## config.mk

```make
export PLATFORM = sky130hd
export DESIGN_NAME = wide_frame_serial_transmitter
export DESIGN_NICKNAME = d
export VERILOG_FILES = /design/src/design/wfst_pkg.sv /design/src/design/wfst_in_stage.sv /design/src/design/wfst_core.sv /design/src/design/wfst_out_stage.sv /design/src/design/wide_frame_serial_transmitter.sv
export SDC_FILE = /design/constraint.sdc
export NUM_CORES = 1
export LEC_CHECK = 0
export ABC_AREA = 1
export BUFFER_PORTS_ARGS = -buffer_cell sky130_fd_sc_hd__buf_2
export CAP_MARGIN = 20
export CORE_MARGIN = 8
export CORE_UTILIZATION = 35
export DETAILED_ROUTE_END_ITERATION = 10
export SLEW_MARGIN = 20
export SYNTH_ARGS = -nofsm -noshare
export SYNTH_HDL_FRONTEND = slang
export SYNTH_SLANG_ARGS = --single-unit
```

## constraint.sdc

```tcl
create_clock -name clk -period 2.8 [get_ports clk]
set_input_delay 0.56 -clock clk [delete_from_list [all_inputs] [get_ports clk]]
set_output_delay 0.56 -clock clk [all_outputs]
set_load 0.02 [all_outputs]
```

## src/design/wfst_pkg.sv

```systemverilog
// Shared types and constants of the wide frame serial transmitter.
package wfst_pkg;

  // Frame geometry
  localparam int MAX_DATA_BYTES = 4;
  localparam int MIN_DATA_BYTES = 2;
  localparam int DATA_W         = 32;
  localparam int BYTE_SHIFT     = 3;
  localparam int FRAME_BITS_MAX = MAX_DATA_BYTES * 8;
  localparam int BIT_POS_W      = $clog2(FRAME_BITS_MAX);

  // Configuration register widths
  localparam int DB_W       = 3;
  localparam int PM_W       = 3;
  localparam int SB_W       = 2;
  localparam int CFG_IDX_W  = 2;
  localparam int CFG_DATA_W = 3;

  // Configuration register indexes
  localparam logic [CFG_IDX_W-1:0] REG_DATA_BYTES  = 2'd0;
  localparam logic [CFG_IDX_W-1:0] REG_PARITY_MODE = 2'd1;
  localparam logic [CFG_IDX_W-1:0] REG_STOP_BITS   = 2'd2;

  // Parity modes; every mode but none sends a space bit
  localparam logic [PM_W-1:0] PAR_NONE  = 3'd0;
  localparam logic [PM_W-1:0] PAR_ODD   = 3'd1;
  localparam logic [PM_W-1:0] PAR_EVEN  = 3'd2;
  localparam logic [PM_W-1:0] PAR_MARK  = 3'd3;
  localparam logic [PM_W-1:0] PAR_SPACE = 3'd4;

  // One input request: a bit-period tick
  typedef struct packed {
    logic              send_request;
    logic [DATA_W-1:0] frame_data;
  } in_item_t;

  // One result: the line level of the tick, a busy flag and a frame-done flag
  typedef struct packed {
    logic line_level;
    logic busy_res;
    logic frame_done;
  } out_item_t;

  // Configuration register set
  typedef struct packed {
    logic [DB_W-1:0] data_bytes;
    logic [PM_W-1:0] parity_mode;
    logic [SB_W-1:0] stop_bits;
  } cfg_t;

endpackage

```

## src/design/wfst_in_stage.sv

```systemverilog
// Input register stage: holds one accepted request until the core consumes it.
module wfst_in_stage (
  input  logic              clk,
  input  logic              rst_n,
  input  logic              in_valid,
  output logic              in_ready,
  input  wfst_pkg::in_item_t in_data,
  input  logic              step,
  output logic              held_valid,
  output wfst_pkg::in_item_t held_data
);

  logic               valid_r;
  logic               valid_nxt;
  wfst_pkg::in_item_t data_r;

  // Accept when empty or when the held request moves on this cycle
  assign in_ready = !valid_r || step;

  always_comb begin
    valid_nxt = valid_r;
    if (in_valid && in_ready) begin
      valid_nxt = 1'b1;
    end else if (step) begin
      valid_nxt = 1'b0;
    end
  end

  always_ff @(posedge clk) begin
    if (!rst_n) begin
      valid_r <= 1'b0;
    end else begin
      valid_r <= valid_nxt;
    end
  end

  // Capture payload on acceptance
  always_ff @(posedge clk) begin
    if (in_valid && in_ready) begin
      data_r <= in_data;
    end
  end

  assign held_valid = valid_r;
  assign held_data  = data_r;

endmodule

```

## src/design/wfst_core.sv

```systemverilog
// Frame sequencer: state registers and the per-tick line level logic.
module wfst_core (
  input  logic                clk,
  input  logic                rst_n,
  input  logic                step,
  input  wfst_pkg::in_item_t  tick,
  input  wfst_pkg::cfg_t      cfg,
  output wfst_pkg::out_item_t result
);

  typedef enum logic [4:0] {
    PH_IDLE   = 5'b00001,
    PH_START  = 5'b00010,
    PH_DATA   = 5'b00100,
    PH_PARITY = 5'b01000,
    PH_STOP   = 5'b10000
  } phase_t;

  localparam int PW = wfst_pkg::BIT_POS_W;

  phase_t                        phase_r;
  phase_t                        phase_nxt;
  logic [PW-1:0]                 bit_pos_r;
  logic [PW-1:0]                 bit_pos_nxt;
  logic [wfst_pkg::DATA_W-1:0]   held_r;
  logic [wfst_pkg::DATA_W-1:0]   held_nxt;
  logic [wfst_pkg::FRAME_BITS_MAX-1:0] held_wide;
  logic [wfst_pkg::SB_W-1:0]     stop_cnt_r;
  logic [wfst_pkg::SB_W-1:0]     stop_cnt_nxt;
  logic [wfst_pkg::SB_W-1:0]     stop_inc;
  logic [wfst_pkg::DB_W-1:0]     nbytes;
  logic [PW:0]                   frame_bits;
  logic [PW:0]                   pos_inc;
  logic                          parity_on;
  logic                          no_stop;
  logic                          line;
  logic                          done;

  // Clamp the byte count and derive the data length in bits
  always_comb begin
    nbytes = cfg.data_bytes;
    if (cfg.data_bytes < wfst_pkg::DB_W'(wfst_pkg::MIN_DATA_BYTES)) begin
      nbytes = wfst_pkg::DB_W'(wfst_pkg::MIN_DATA_BYTES);
    end else if (int'(cfg.data_bytes) > wfst_pkg::MAX_DATA_BYTES) begin
      nbytes = wfst_pkg::DB_W'(wfst_pkg::MAX_DATA_BYTES);
    end
  end

  assign frame_bits = (PW+1)'(nbytes) << wfst_pkg::BYTE_SHIFT;
  assign pos_inc    = {1'b0, bit_pos_r} + (PW+1)'(1);
  assign parity_on  = (cfg.parity_mode != wfst_pkg::PAR_NONE);
  assign no_stop    = (cfg.stop_bits == '0);
  assign stop_inc   = stop_cnt_r + wfst_pkg::SB_W'(1);

  // Extend the held word to the frame length; bits past the word send low
  assign held_wide  = wfst_pkg::FRAME_BITS_MAX'(held_r);

  // Advance the frame by one bit period
  always_comb begin
    phase_nxt    = phase_r;
    bit_pos_nxt  = bit_pos_r;
    held_nxt     = held_r;
    stop_cnt_nxt = stop_cnt_r;
    line         = 1'b1;
    done         = 1'b0;
    case (phase_r)
      PH_IDLE: begin
        if (tick.send_request) begin
          held_nxt     = tick.frame_data;
          bit_pos_nxt  = '0;
          stop_cnt_nxt = '0;
          phase_nxt    = PH_START;
        end
      end
      PH_START: begin
        line        = 1'b0;
        bit_pos_nxt = '0;
        phase_nxt   = PH_DATA;
      end
      PH_DATA: begin
        line        = held_wide[bit_pos_r];
        bit_pos_nxt = pos_inc[PW-1:0];
        if (pos_inc >= frame_bits) begin
          bit_pos_nxt = '0;
          if (!parity_on && no_stop) begin
            phase_nxt = PH_IDLE;
            done      = 1'b1;
          end else begin
            phase_nxt = PH_PARITY;
          end
        end
      end
      PH_PARITY: begin
        if (parity_on) begin
          // Parity is always sent as space
          line = 1'b0;
          if (no_stop) begin
            phase_nxt = PH_IDLE;
            done      = 1'b1;
          end else begin
            phase_nxt = PH_STOP;
          end
        end else if (no_stop) begin
          phase_nxt = PH_IDLE;
          done      = 1'b1;
        end else if (stop_inc == cfg.stop_bits) begin
          // First stop bit right after the data
          stop_cnt_nxt = '0;
          phase_nxt    = PH_IDLE;
          done         = 1'b1;
        end else begin
          stop_cnt_nxt = stop_inc;
          phase_nxt    = PH_STOP;
        end
      end
      PH_STOP: begin
        if (no_stop || stop_cnt_r >= cfg.stop_bits) begin
          stop_cnt_nxt = '0;
          phase_nxt    = PH_IDLE;
          done         = 1'b1;
        end else if (stop_inc == cfg.stop_bits) begin
          stop_cnt_nxt = '0;
          phase_nxt    = PH_IDLE;
          done         = 1'b1;
        end else begin
          stop_cnt_nxt = stop_inc;
          phase_nxt    = PH_STOP;
        end
      end
      default: begin
        phase_nxt = PH_IDLE;
      end
    endcase
  end

  // Update state only when a tick is consumed
  always_ff @(posedge clk) begin
    if (!rst_n) begin
      phase_r    <= PH_IDLE;
      bit_pos_r  <= '0;
      stop_cnt_r <= '0;
    end else if (step) begin
      phase_r    <= phase_nxt;
      bit_pos_r  <= bit_pos_nxt;
      stop_cnt_r <= stop_cnt_nxt;
    end
  end

  always_ff @(posedge clk) begin
    if (step) begin
      held_r <= held_nxt;
    end
  end

  assign result.line_level = line;
  assign result.busy_res   = (phase_nxt != PH_IDLE);
  assign result.frame_done = done;

endmodule

```

## src/design/wfst_out_stage.sv

```systemverilog
// Result register: holds one result until the receiver takes it.
module wfst_out_stage (
  input  logic                clk,
  input  logic                rst_n,
  input  logic                load,
  input  wfst_pkg::out_item_t load_data,
  output logic                free,
  output logic                out_valid,
  input  logic                out_ready,
  output wfst_pkg::out_item_t out_data
);

  logic                valid_r;
  logic                valid_nxt;
  wfst_pkg::out_item_t data_r;

  // Room for a new result when empty or when the current one leaves now
  assign free = !valid_r || out_ready;

  always_comb begin
    valid_nxt = valid_r;
    if (load) begin
      valid_nxt = 1'b1;
    end else if (out_ready) begin
      valid_nxt = 1'b0;
    end
  end

  always_ff @(posedge clk) begin
    if (!rst_n) begin
      valid_r <= 1'b0;
    end else begin
      valid_r <= valid_nxt;
    end
  end

  always_ff @(posedge clk) begin
    if (load) begin
      data_r <= load_data;
    end
  end

  assign out_valid = valid_r;
  assign out_data  = data_r;

endmodule

```

## src/design/wide_frame_serial_transmitter.sv

```systemverilog
// Top level of the wide frame serial transmitter.
//
// Each request on the in_ channel is one bit-period tick; each tick yields
// exactly one result on the out_ channel carrying the line level for that
// period, a busy flag and a frame-done flag. A tick with send_request high
// while idle captures frame_data; the start bit follows on the next tick,
// then 2 to 4 data bytes LSB first, an optional space parity bit and the
// configured number of high stop bits.
// An accepted request waits in the input register and is loaded into the
// result register once that register has room; its result is then valid.
// Throughput: one tick per cycle unless the receiver stalls; the input register
// and result register overlap, and the frame state updates once per tick.
// The cfg_ channel writes data_bytes (0), parity_mode (1), stop_bits (2);
// it is always ready, and other indexes are dropped.
// Reset (synchronous, rst_n low) empties both registers, returns the
// sequencer to idle and loads data_bytes 4, parity_mode 4, stop_bits 1.
// When the receiver stalls, the result register holds its value and the
// input register fills; in_ready then drops until out_ready returns.
module wide_frame_serial_transmitter (
  input  logic                                clk,
  input  logic                                rst_n,
  input  logic                                in_valid,
  output logic                                in_ready,
  input  wfst_pkg::in_item_t                  in_data,
  output logic                                out_valid,
  input  logic                                out_ready,
  output wfst_pkg::out_item_t                 out_data,
  input  logic                                cfg_valid,
  output logic                                cfg_ready,
  input  logic [wfst_pkg::CFG_IDX_W-1:0]      cfg_index,
  input  logic [wfst_pkg::CFG_DATA_W-1:0]     cfg_wdata
);

  localparam logic [wfst_pkg::DB_W-1:0] RST_DATA_BYTES  = 3'd4;
  localparam logic [wfst_pkg::PM_W-1:0] RST_PARITY_MODE = 3'd4;
  localparam logic [wfst_pkg::SB_W-1:0] RST_STOP_BITS   = 2'd1;

  wfst_pkg::cfg_t      cfg_r;
  wfst_pkg::cfg_t      cfg_nxt;
  wfst_pkg::in_item_t  held_data;
  wfst_pkg::out_item_t core_result;
  logic                held_valid;
  logic                out_free;
  logic                step;

  // Configuration writes
  assign cfg_ready = 1'b1;

  always_comb begin
    cfg_nxt = cfg_r;
    if (cfg_valid && cfg_ready) begin
      case (cfg_index)
        wfst_pkg::REG_DATA_BYTES: begin
          cfg_nxt.data_bytes = cfg_wdata[wfst_pkg::DB_W-1:0];
        end
        wfst_pkg::REG_PARITY_MODE: begin
          cfg_nxt.parity_mode = cfg_wdata[wfst_pkg::PM_W-1:0];
        end
        wfst_pkg::REG_STOP_BITS: begin
          cfg_nxt.stop_bits = cfg_wdata[wfst_pkg::SB_W-1:0];
        end
        default: cfg_nxt = cfg_r;
      endcase
    end
  end

  always_ff @(posedge clk) begin
    if (!rst_n) begin
      cfg_r.data_bytes  <= RST_DATA_BYTES;
      cfg_r.parity_mode <= RST_PARITY_MODE;
      cfg_r.stop_bits   <= RST_STOP_BITS;
    end else begin
      cfg_r <= cfg_nxt;
    end
  end

  // Move a tick from the input register into the result register
  assign step = held_valid && out_free;

  wfst_in_stage u_in_stage (
    .clk        (clk),
    .rst_n      (rst_n),
    .in_valid   (in_valid),
    .in_ready   (in_ready),
    .in_data    (in_data),
    .step       (step),
    .held_valid (held_valid),
    .held_data  (held_data)
  );

  wfst_core u_core (
    .clk    (clk),
    .rst_n  (rst_n),
    .step   (step),
    .tick   (held_data),
    .cfg    (cfg_r),
    .result (core_result)
  );

  wfst_out_stage u_out_stage (
    .clk       (clk),
    .rst_n     (rst_n),
    .load      (step),
    .load_data (core_result),
    .free      (out_free),
    .out_valid (out_valid),
    .out_ready (out_ready),
    .out_data  (out_data)
  );

  // A finished frame never reports busy in the same result
  a_done_not_busy: assert property (@(posedge clk) disable iff (!rst_n)
    out_valid |-> !(out_data.frame_done && out_data.busy_res))
    else $error("frame_done with busy_res set");

  // An empty result register never blocks the input
  a_no_stall_when_empty: assert property (@(posedge clk) disable iff (!rst_n)
    !out_valid |-> in_ready)
    else $error("input stalled with empty result register");

  // Every consumed tick produces a result
  a_step_fills_out: assert property (@(posedge clk) disable iff (!rst_n)
    step |=> out_valid)
    else $error("consumed tick produced no result");

endmodule

```

# == Word level (Yosys, flattened, before mapping) ==
# Cells that the tools add are included.
# classes
n_addsub,2
n_lt_le_gt_ge,5
eq_ne,12
muxes,36
reduce_logical,22
# ops
cell,count
$mux 5,9
$pmux 5 s5,1
$pmux 5 s3,1
$mux 1,13
$mux 2,5
$reduce_bool 3->1,3
$add 5x1->6 const B,1
$ge 6x6->1,1
$lt 5x6->1 const B,1
$mux 3,2
$ne 2x2->1 const B,3
$pmux 1 s3,2
$pmux 2 s3,1
$reduce_and 2->1,3
$reduce_and 3->1,2
$bmux 1 s5,1
$eq 5x1->1 const B,1
$eq 5x2->1 const B,1
$eq 5x3->1 const B,1
$eq 5x4->1 const B,1
$eq 5x5->1 const B,1
$ne 5x1->1 const B,1
$reduce_and 5->1,1
$logic_not 2->1,2
12 further kinds,19
# totals
ff_bits,90
in_bits,43
word_cells,91

# == Logic depth before layout (Yosys ltp) ==
# Gate-level depths: netlist of run 1.
# logic_depth
depth_word,7
depth_mapped,17
depth_no_buf,16

# == Hierarchy ==
# From an unflattened synthesis of run 1, not the netlist that was laid out.
# unflattened
hier_cells,350
hier_area_um2,3834.9
# by_module_without_submodules
mod,n_inst,cells_per_inst,area_each_um2,seq_area_each_um2
wfst_core,1,247,2277.2,1201.2
wfst_in_stage,1,40,1042.2,1011.0
wide_frame_serial_transmitter,1,54,379.1,160.2
wfst_out_stage,1,9,136.4,110.1

# == Worst setup path after synthesis of run 1 ==
# No wires, ideal clock.
# synth_timing
path_kind,input-to-reg
from,in out_ready
to,"reg u_core.held_r[0] (netlist name), enable pin"
arrival_time_ns,1.633
t_required_ns,2.413
setup_slack_ns,0.780
path_stages,4
n_path_buf,0
cell_sequence,inv_1 > a21oi_4 > nand2_1 > inv_1
# synth_via
elab_chain_cells,3
# synth_lines
element,line_no,text
start: declaration,wide_frame_serial_transmitter.sv:26,"input logic out_ready,"
$logic_or 1x1->1,wfst_out_stage.sv:18,assign free = !valid_r || out_ready;
$logic_and 1x1->1,wide_frame_serial_transmitter.sv:78,assign step = held_valid && out_free;
net step,wide_frame_serial_transmitter.sv:44,logic step;
$reduce_and 3->1 (no line),--,
end signal: assignment,wfst_core.sv:151,held_r <= held_nxt;
end: declaration,wfst_core.sv:25,logic [wfst_pkg::DATA_W-1:0] held_r;
# The timed path passes the listed nets, and every way through them passes these cells.
# A chain may end at the register's enable or synchronous reset.

==> summary.md, run 1 <==
| Metric | Value |
|---|---|
| Initial antenna violation count | `0` |
| Hold_buf cts | `0` |
| Skew final | `0.0120 ns` |
| Clk Latency, worst-skew pair | `0.36 ns` |
| DRT iter0 DRCs | `118` |
| CP Launch Type | `flip-flop` |
| Max-cap violation count | `0` |
| Top-count cell post-synth | `edfxtp_1` |
| Final period demand of the worst path | `2.13 ns` |
| Share of cells above drive strength 1 | `0.241` |
| Clock-pin slew on the worst setup and hold paths | `0.10 ns` |
| Critical Path Fanout Max | `8` |
| Synth cell count leaders | `68 x edfxtp_1, 66 x nand2_1, 48 x nor2_1` |
| PwrDens | `572 nW/um^2` |
| Antenna viol nets, final | `0` |
| Total track usage | `0.0956` |
| Synth top area share | `0.530` |
| RR Startpoint | `u_core.bit_pos_r[2]$_SDFFE_PN0P_` |
| # rows | `38` |
| Clk buf depth | `2` |
| Critical Path RT | `2.93 ns` |
| Fraction of registers with async set/reset | `0` |
| CTS tree | `built` |
| Fmax | `0.469 GHz` |
| Vias in the first global route | `2564` |
| Chip Width | `121 um` |
| Post-route setup TNS | `0 ns` |
| Max Slew Vio Count | `0` |
| Worst Reg2Reg Path Length in Cells | `15` |
| Fin Hold WS | `0.366 ns` |
| Full die area | `14600 um^2` |
| CTS H-tree depth | `3` |
| Layout overhead on the synthesized area | `14.9%` |
| Largest net degree at the start of global routing | `34` |
| Top FF cell, synth | `edfxtp_1` |
| Most frequent CP cell | `nand2_1` |
| CP cell instances | `nand2_1 > inv_2 > nand2_1 > xor2_1 > inv_1 > ha_1 > nand2_1 > inv_1 > nand3_2 > nand2_2 > nand3_2 > nand2_1 > inv_2 > nand3_2 > inv_1` |
| Syn Nets | `414` |
| Worst hold endpoint | `u_in_stage.held_data[12]$_DFFE_PP_` |
| Setup slack, reg-to-reg | `0.67 ns` |
| Cell depth of the worst min-delay path | `1` |
| DRT Wirelength | `6.61 mm` |
| Die Y | `121 um` |
| Final Hold Violating Endpoints | `0` |
| R2r endpoint | `u_out_stage.out_data[1]$_DFFE_PP_` |
| Distinct cell type count after synthesis | `35` |
| Worst Path Arrival | `2.26 ns` |
| Antenna cell count | `0` |
| Post-Syn Area | `3850 um^2` |
| GP Congestion | `0.768` |
| Post-place instance area | `4240 um^2` |
| Num CTS Buffers | `9` |
| Crit path buf inv count | `5` |
| Worst IR drop on VDD | `0.312 mV` |
| Design area | `4430 um^2` |
| Number of enable flip-flop cells after synthesis | `68` |
| Seq/Total Area, Yosys | `0.644` |
| Pre-CTS setup slack | `0.677 ns` |
| Worst Setup End Kind | `flip-flop` |
| CP top delay family | `simple AND/OR/NAND/NOR gates` |
| CP max stage cell | `dfxtp_1` |
| FF+latch count, synth | `90` |
| Final Setup Violations | `0` |
| Synth warn | `0` |
| Leakage | `1.79 nW` |
| Slowest stage delay, CP | `0.48 ns` |
| Vias per inst | `4.46` |
| Average wire per standard cell | `11.7 um` |
| IO Pins | `49` |
| Postcts setup bufs | `0` |
| Crit path kind | `flip-flop to flip-flop` |
| Core footprint | `10800 um^2` |
| Final core utilization | `0.410` |
| Clock sink count | `90` |
| Drc violations | `0` |
| Beginning of the worst hold path | `in_data[12]` |
| 1st-pass router iterations | `4` |
| Initial Util | `0.357` |
| Worst min path class | `input port to flip-flop` |
| Final worst slack | `0.666 ns` |
| Post-Syn Instances | `364` |
| Mapped Avg Cell Area | `10.6 um^2` |
| Status | `finished clean` |
| Port buffer count | `47` |
| First-pass GRT wire length | `11.3 mm` |
| Period utilisation layout | `0.762` |
| CTS Root Cell | `clkbuf_8` |
| Nets | `468` |
| Area leader, netlist | `edfxtp_1` |
| Post-DP HPWL | `4.80 mm` |
| Top cells by area, synth | `edfxtp_1 53%, dfxtp_1 11%, nand2_1 6.4%` |
| RSZ-0062 raised after global routing | `false` |
| Post-cts resize count | `0` |
| Vias | `2511` |
| GR Overflow Total | `0` |
area by class of cell:
cell class | count | area [um^2]
Clock inverter | 7 | 58.8
Fill cell | 1040 | 6370
Timing Repair Buffer | 51 | 265
Multi-Input combinational cell | 220 | 1140
Tap cell | 140 | 175
Inverter | 46 | 175
Sequential cell | 90 | 2480
Clock buffer | 9 | 124
worst reg2reg max path, cell delays in order, from the launching register on:
cell     delay [ns]
dfxtp_1        0.48
nand2_1        0.13
inv_2          0.09
nand2_1        0.06
xor2_1         0.17
inv_1          0.06
ha_1           0.27
nand2_1        0.06
inv_1          0.07
nand3_2        0.07
nand2_2        0.15
nand3_2        0.07
nand2_1        0.08
inv_2          0.04
nand3_2        0.05
inv_1          0.04
sequential cells by signal, indices dropped and copies added (netlist names):
| signal | cells |
|---|---|
| u_out_stage.out_data | 3 |
| u_core.phase_r | 5 |
| u_in_stage.held_valid | 1 |
| u_out_stage.out_valid | 1 |
| u_core.stop_cnt_r | 2 |
| u_core.bit_pos_r | 5 |
| u_in_stage.held_data | 33 |
| cfg_r | 8 |
| u_core.held_r | 32 |
layout by cell type (no fill, tap or decap), types with 2 or more instances in the layout:
cell	count
a21oi_1	17
buf_2	47
buf_4	4
clkbuf_8	9
clkinv_1	2
clkinvlp_4	2
dfxtp_1	22
edfxtp_1	68
ha_1	7
inv_1	32
inv_2	12
inv_6	2
inv_8	2
nand2_1	66
nand2_2	3
nand3_1	17
nand3_2	8
nand4_1	2
nor2_1	48
nor2_2	4
nor3_1	5
o211ai_1	5
o21ai_0	14
o21ai_1	11
logic make-up (layout without fill, tap and decap cells):
kind of cell	Yosys count	in the layout	share of synthesized area
AO/OA/AOI/OAI	53	53	0.0802
XOR/XNOR	1	1	0.00227
adder cells (fa/ha/maj)	7	7	0.0227
buffers and inverters	54	113	0.0585
flip-flops	90	90	0.644
other	1	1	0.000973
AND/OR/NAND/NOR	158	158	0.191
power by group:
part / leakage (nW) / switching [W] / internal (W)
Sequential: 0.820 / 0.0000230 / 0.00150
Clock: 0.0877 / 0.000488 / 0.000338
Combinational: 0.879 / 0.000117 / 0.0000656
routing by layer:
metal | share of wire | wire, um | track usage | vias to the layer above
met5 | 0 | 0 | 0 | -
met4 | 0.016 | 107 | 0.0422 | 0
met3 | 0.044 | 291 | 0.0326 | 9
li1 | - | - | - | 1329
met1 | 0.48 | 3140 | 0.107 | 1125
met2 | 0.46 | 3070 | 0.162 | 48
how the worst max path moves through the flow:
stage                                          start                                end  slack [ns]  cells after the start
floorplan                                  out_ready         u_core.held_r[0]$_DFFE_PP_        0.78                      4
global placement    u_core.bit_pos_r[2]$_SDFFE_PN0P_  u_out_stage.out_data[1]$_DFFE_PP_        0.72                     15
detailed placement  u_core.bit_pos_r[2]$_SDFFE_PN0P_  u_out_stage.out_data[1]$_DFFE_PP_        0.68                     15
CTS                 u_core.bit_pos_r[2]$_SDFFE_PN0P_  u_out_stage.out_data[1]$_DFFE_PP_        0.65                     15
global route        u_core.bit_pos_r[2]$_SDFFE_PN0P_  u_out_stage.out_data[1]$_DFFE_PP_        0.42                     15
finish              u_core.bit_pos_r[2]$_SDFFE_PN0P_  u_out_stage.out_data[1]$_DFFE_PP_        0.67                     15
stage by stage:
| step | total power (W) | std cells |
|---|---|---|
| 2_1_floorplan | 0.00167 | 364 |
| 3_3_place_gp | 0.00173 | 547 |
| 3_5_place_dp | 0.00174 | 547 |
| 4_1_cts | 0.00258 | 563 |
| 5_1_grt | 0.00265 | 563 |
| 6_report | 0.00253 | 563 |
Note: power is estimated with default switching activity, not from simulation.
==> run 2: changes to the inputs <==
Clock period 2.8 ns to 2.1 ns, I/O delays scaled along.
==> summary.md, run 2 (same netlist as run 1, synthesis figures left out) <==
| Metric | Value |
|---|---|
| Total track usage | `0.0954 (was 0.0956)` |
| Pre-CTS setup slack | `0.0801 ns (was 0.677 ns)` |
| CTS Root Cell | `clkbuf_8 (unchanged)` |
| Drc violations | `0 (unchanged)` |
| Max-cap violation count | `0 (unchanged)` |
| CTS H-tree depth | `3 (unchanged)` |
| Hold_buf cts | `0 (unchanged)` |
| Skew final | `0.0114 ns (was 0.0120 ns)` |
| Die Y | `121 um (unchanged)` |
| Slowest stage delay, CP | `0.37 ns (was 0.48 ns)` |
| Max-slew headroom | `0.653` |
| Final period demand of the worst path | `1.97 ns (was 2.13 ns)` |
| Nets | `473 (was 468)` |
| Port buffer count | `47 (unchanged)` |
| Fmax | `0.508 GHz (was 0.469 GHz)` |
| Cell depth of the worst min-delay path | `1 (unchanged)` |
| Commonest non-fill, non-tap cell in the layout | `edfxtp_1 (unchanged)` |
| Vias in the first global route | `2544 (was 2564)` |
| IO Pins | `49 (unchanged)` |
| Clk Latency, worst-skew pair | `0.36 ns (about the same)` |
| Clock-pin slew on the worst setup and hold paths | `0.10 ns (about the same)` |
| Core footprint | `10800 um^2 (unchanged)` |
| CP max stage cell | `dfxtp_4 (was dfxtp_1)` |
| Worst Setup End Kind | `flip-flop (unchanged)` |
| Antenna viol nets, final | `0 (unchanged)` |
| Vias per inst | `4.46 (about the same)` |
| Final worst slack | `0.131 ns (was 0.666 ns)` |
| Critical Path Fanout Max | `7 (was 8)` |
| Max Slew Vio Count | `0 (unchanged)` |
| Final core utilization | `0.426 (was 0.410)` |
| Final Non-Filler Cells | `568 (was 563)` |
| Final Hold Violating Endpoints | `0 (unchanged)` |
| Layout overhead on the synthesized area | `19.4% (was 14.9%)` |
| Inst Count DP | `548 (was 547)` |
| Most frequent cells in the layout | `68 x edfxtp_1, 64 x nand2_1, 47 x nor2_1, 47 x buf_2, 31 x inv_1 (was 68 x edfxtp_1, 66 x nand2_1, 48 x nor2_1, 47 x buf_2, 32 x inv_1)` |
| Initial Util | `0.357 (unchanged)` |
| Average wire per standard cell | `11.9 um (was 11.7 um)` |
| Post-DP HPWL | `4.77 mm (was 4.80 mm)` |
| Slew @ Worst Pin | `0.516 ns` |
| First-pass GRT wire length | `11.3 mm (about the same)` |
| Vias | `2536 (was 2511)` |
| Worst IR drop on VDD | `0.457 mV (was 0.312 mV)` |
| GP Congestion | `0.792 (was 0.768)` |
| 1st-pass router iterations | `4 (unchanged)` |
| CTS tree | `built (unchanged)` |
| Leakage | `1.86 nW (was 1.79 nW)` |
| Initial antenna violation count | `0 (unchanged)` |
| Seq. cell area | `2490 um^2 (was 2480 um^2)` |
| # rows | `38 (unchanged)` |
| Crit path kind | `flip-flop to flip-flop (unchanged)` |
| Final Setup Violations | `0 (unchanged)` |
| CP cell instances | `ha_4 > nand2_4 > xor2_2 > inv_2 > ha_4 > nand2_1 > nor2_1 > nor2_1 > nand2_2 > nand3_2 > nand2_2 > inv_2 > nand3_2 > inv_1 (was nand2_1 > inv_2 > nand2_1 > xor2_1 > inv_1 > ha_1 > nand2_1 > inv_1 > nand3_2 > nand2_2 > nand3_2 > nand2_1 > inv_2 > nand3_2 > inv_1)` |
| Clock sink count | `90 (unchanged)` |
| Critical Path RT | `2.22 ns (was 2.93 ns)` |
| PwrDens | `781 nW/um^2 (was 572 nW/um^2)` |
| Worst Reg2Reg Path Length in Cells | `14 (was 15)` |
| CP Launch Type | `flip-flop (unchanged)` |
| Antenna cell count | `0 (unchanged)` |
| Fin Hold WS | `0.228 ns (was 0.366 ns)` |
| GR Overflow Total | `0 (unchanged)` |
| Clk buf depth | `2 (unchanged)` |
| Max FFs per register | `33 (unchanged)` |
| Period utilisation layout | `0.938 (was 0.762)` |
| Full die area | `14600 um^2 (unchanged)` |
| Final Power | `0.00359 W (was 0.00253 W)` |
| Worst Path Arrival | `2.09 ns (was 2.26 ns)` |
| Num CTS Buffers | `9 (unchanged)` |
| Chip Width | `121 um (unchanged)` |
| Worst min path class | `input port to flip-flop (unchanged)` |
| FILL cells | `1000 (was 1040)` |
| Share of cells above drive strength 1 | `0.276 (was 0.241)` |
| DRT iter0 DRCs | `109 (was 118)` |
| DRT Wirelength | `6.75 mm (was 6.61 mm)` |
| Largest net degree at the start of global routing | `34 (unchanged)` |
| Area of the multi-input gates | `1190 um^2 (was 1140 um^2)` |
| Setup slack, reg-to-reg | `0.13 ns (was 0.67 ns)` |
| Status | `finished clean (unchanged)` |
run 2: cell count changes in the layout (fill, tap and decap cells not counted), sizes merged:
cell	change
bufinv	+2
clkbuf	+1
buf	+5
inv	-1
clkinv	-1
clkinvlp	-1
run 2: path summary, 6_finish.rpt:
check                                                  startpoint                                  to
worst min-delay path                                  in_data[10]  u_in_stage.held_data[10]$_DFFE_PP_
worst max-delay path             u_core.bit_pos_r[0]$_SDFFE_PN0P_   u_out_stage.out_data[1]$_DFFE_PP_
worst min register to register  u_in_stage.held_data[6]$_DFFE_PP_          u_core.held_r[6]$_DFFE_PP_
worst max register to register   u_core.bit_pos_r[0]$_SDFFE_PN0P_   u_out_stage.out_data[1]$_DFFE_PP_
run 2: area by class of cell:
cell class	count	area share
repair buffers	56	0.0737
multi-input cells	220	0.260
flip-flops and latches	90	0.542
clock inverters	6	0.0210
inverters	46	0.0381
clock buffers	10	0.0278
well taps	140	0.0381
run 2: repair_timing:
action / 4_1_cts / 5_1_grt
resized for setup: 0 / 21
setup endpoints to repair: 0 / 9
buffers inserted: 0 / 4
run 2: critical path: cells and delay by family (launching register included):
kind	cells	cell delay [ns]
and+or+nand+nor	8	0.63
adders and majority gates	2	0.43
DFF	1	0.37
xor gates and xnor gates	1	0.17
buffers and inverters	3	0.14
run 2: metrics by stage:
| step | TNS (ns) | cell area, um^2 |
|---|---|---|
| finish | 0 | 4600 |
| global route | -0.175 | 4600 |
| CTS | 0 | 4490 |
| detailed placement | 0 | 4260 |
| global placement | 0 | 4260 |
| floorplan | 0 | 3850 |
run 2: report_power, final:
part	internal, W	total (W)	leakage (nW)	switching [W]
Combinational	0.0000920	0.000249	0.924	0.000157
Clock	0.000688	0.00131	0.109	0.000625
Sequential	0.00200	0.00203	0.822	0.0000315
run 2: metal layers:
metal  up-vias  part of all wire  track usage
met5         -                 0            0
met3         7             0.056       0.0354
met4         0            0.0093       0.0398
met2        61              0.46        0.151
li1       1336                 -            -
met1      1132              0.47        0.114
==> run 3: changes to the inputs <==
Settings changed: CELL_PAD_IN_SITES_DETAIL_PLACEMENT from default to 0, CELL_PAD_IN_SITES_GLOBAL_PLACEMENT from default to 1, PLACE_DENSITY_LB_ADDON from default to 0.1.
==> summary.md, run 3 (same netlist as run 1, synthesis figures left out) <==
| Metric | Value |
|---|---|
| Final Hold Violating Endpoints | `0 (unchanged)` |
| Final Power | `0.00336 W (was 0.00359 W)` |
| Worst Path Arrival | `2.12 ns (was 2.09 ns)` |
| Vias | `2482 (was 2536)` |
| GP Congestion | `0.755 (was 0.792)` |
| Initial Util | `0.357 (unchanged)` |
| # rows | `38 (unchanged)` |
| Drc violations | `0 (unchanged)` |
| Inst Count DP | `549 (was 548)` |
| Core footprint | `10800 um^2 (unchanged)` |
| Final Non-Filler Cells | `565 (was 568)` |
| PwrDens | `744 nW/um^2 (was 781 nW/um^2)` |
| Slew @ Worst Pin | `0.495 ns (was 0.516 ns)` |
| Vias in the first global route | `2579 (was 2544)` |
| Share of cells above drive strength 1 | `0.271 (was 0.276)` |
| Crit path from | `u_core.bit_pos_r[0]$_SDFFE_PN0P_ (unchanged)` |
| CP Launch Type | `flip-flop (unchanged)` |
| RR Startpoint | `u_core.bit_pos_r[0]$_SDFFE_PN0P_ (unchanged)` |
| Max-cap violation count | `0 (unchanged)` |
| Final Setup Violations | `0 (unchanged)` |
| R2r endpoint | `u_out_stage.out_data[1]$_DFFE_PP_ (unchanged)` |
| Initial antenna violation count | `0 (unchanged)` |
| Crit path kind | `flip-flop to flip-flop (unchanged)` |
| Most frequent cells in the layout | `68 x edfxtp_1, 63 x nand2_1, 47 x buf_2, 46 x nor2_1, 32 x inv_1 (was 68 x edfxtp_1, 64 x nand2_1, 47 x nor2_1, 47 x buf_2, 31 x inv_1)` |
| Worst min path class | `input port to flip-flop (unchanged)` |
| Port buffer count | `47 (unchanged)` |
| Final worst slack | `0.0984 ns (was 0.131 ns)` |
| 1st-pass router iterations | `4 (unchanged)` |
| Critical Path Sink | `u_out_stage.out_data[1]$_DFFE_PP_ (unchanged)` |
| Critical Path RT | `2.22 ns (about the same)` |
| CTS tree | `built (unchanged)` |
| Num CTS Buffers | `9 (unchanged)` |
| Fmax | `0.500 GHz (was 0.508 GHz)` |
| Total track usage | `0.101 (was 0.0954)` |
| Critical Path Fanout Max | `8 (was 7)` |
| CTS H-tree depth | `3 (unchanged)` |
| Nets | `470 (was 473)` |
| DRT Wirelength | `6.84 mm (was 6.75 mm)` |
| Clock sink count | `90 (unchanged)` |
| Leakage | `1.80 nW (was 1.86 nW)` |
| Max Slew Vio Count | `0 (unchanged)` |
| Clock-pin slew on the worst setup and hold paths | `0.09 ns (was 0.10 ns)` |
| Antenna cell count | `0 (unchanged)` |
| RSZ-0062 raised after global routing | `true` |
| Setup slack, reg-to-reg | `0.1 ns (was 0.13 ns)` |
| Worst IR drop on VDD | `0.363 mV (was 0.457 mV)` |
| Pre-CTS setup slack | `0.0635 ns (was 0.0801 ns)` |
| Vias per inst | `4.39 (was 4.46)` |
| Full die area | `14600 um^2 (unchanged)` |
| Die Y | `121 um (unchanged)` |
| Clk Latency, worst-skew pair | `0.35 ns (was 0.36 ns)` |
| Antenna viol nets, final | `0 (unchanged)` |
| Layout overhead on the synthesized area | `17.1% (was 19.4%)` |
| Chip Width | `121 um (unchanged)` |
| Worst Reg2Reg Path Length in Cells | `14 (unchanged)` |
| CTS Root Cell | `clkbuf_8 (unchanged)` |
| Final period demand of the worst path | `2.00 ns (was 1.97 ns)` |
| Clk buf depth | `2 (unchanged)` |
| Skew final | `0.00748 ns (was 0.0114 ns)` |
| GR Overflow Total | `0 (unchanged)` |
| IO Pins | `49 (unchanged)` |
| Average wire per standard cell | `12.1 um (was 11.9 um)` |
| Period utilisation layout | `0.953 (was 0.938)` |
| Post-DP HPWL | `4.86 mm (was 4.77 mm)` |
| Max-slew headroom | `0.668 (was 0.653)` |
| Beginning of the worst hold path | `in_data[23] (was in_data[10])` |
| Max FFs per register | `33 (unchanged)` |
| Worst Setup End Kind | `flip-flop (unchanged)` |
| Commonest non-fill, non-tap cell in the layout | `edfxtp_1 (unchanged)` |
| First-pass GRT wire length | `11.7 mm (was 11.3 mm)` |
| Largest net degree at the start of global routing | `34 (unchanged)` |
| Status | `finished clean (unchanged)` |
| DRT iter0 DRCs | `99 (was 109)` |
[run 3: cell types whose count changed in the layout (fill, tap and decap cells not counted), sizes merged]
cell,before,now
clkinv,1,4
bufinv,2,0
clkbuf,10,9
buf,56,53
[run 3: metrics by stage]
stage | util | cell area (um^2) | hold WS, ns | setup TNS, ns
global route | 0.418 | 4510 | 0.204 | -0.0713
finish | 0.418 | 4510 | 0.234 | 0
CTS | 0.412 | 4450 | 0.213 | 0
global placement | 0.396 | 4270 | 0.406 | 0
floorplan | - | 3850 | 0.400 | 0
detailed placement | 0.396 | 4270 | 0.405 | 0
[run 3: what timing repair did]
item,CTS,global route
hold buffers,0,0
buffers inserted,0,0
gates resized for setup,0,19
endpoints found under the setup margin,0,9
[run 3: cell type report]
cell class              instances  area (um^2)
well taps                     140          175
clock inverters                 7         52.6
clock buffers                   9          124
fillers                      1013         6280
flip-flops and latches         90         2490
inverters                      46          175
multi-input cells             220         1180
repair buffers                 53          313
[run 3: per-layer routing]
layer	track usage	vias up	routed length (um)	share of wire
met5	0	-	0	0
met2	0.170	47	3310	0.48
li1	-	1334	-	-
met1	0.117	1089	3130	0.46
met4	0.0429	0	140	0.020
met3	0.0293	12	262	0.038
[run 3: worst max-delay path: stages, from the launching register on]
cell     delay [ns]
dfxtp_4        0.37
ha_4           0.16
nand2_2        0.06
xor2_2         0.16
inv_1          0.06
ha_1           0.28
nand2_2        0.05
inv_1          0.06
nand3_2        0.07
nand2_2        0.17
nand3_2        0.11
nand2_2        0.07
inv_2          0.04
nand3_2        0.05
inv_1          0.04
[run 3: worst min-delay path by stage]
stage                                                     to  slack [ns]  cells after the start
final                     u_in_stage.held_data[23]$_DFFE_PP_        0.23                      1
after global routing      u_in_stage.held_data[23]$_DFFE_PP_        0.20                      1
after CTS                 u_in_stage.held_data[17]$_DFFE_PP_        0.21                      1
after detailed placement         u_core.held_r[29]$_DFFE_PP_        0.40                      0
after global placement           u_core.held_r[25]$_DFFE_PP_        0.41                      0
after floorplan                   u_core.held_r[0]$_DFFE_PP_        0.40                      0
[run 3: report_power, final]
| group | internal (W) | switching, W | leakage, nW |
|---|---|---|---|
| Combinational | 0.0000922 | 0.000157 | 0.894 |
| Clock | 0.000441 | 0.000636 | 0.0872 |
| Sequential | 0.00200 | 0.0000304 | 0.822 |
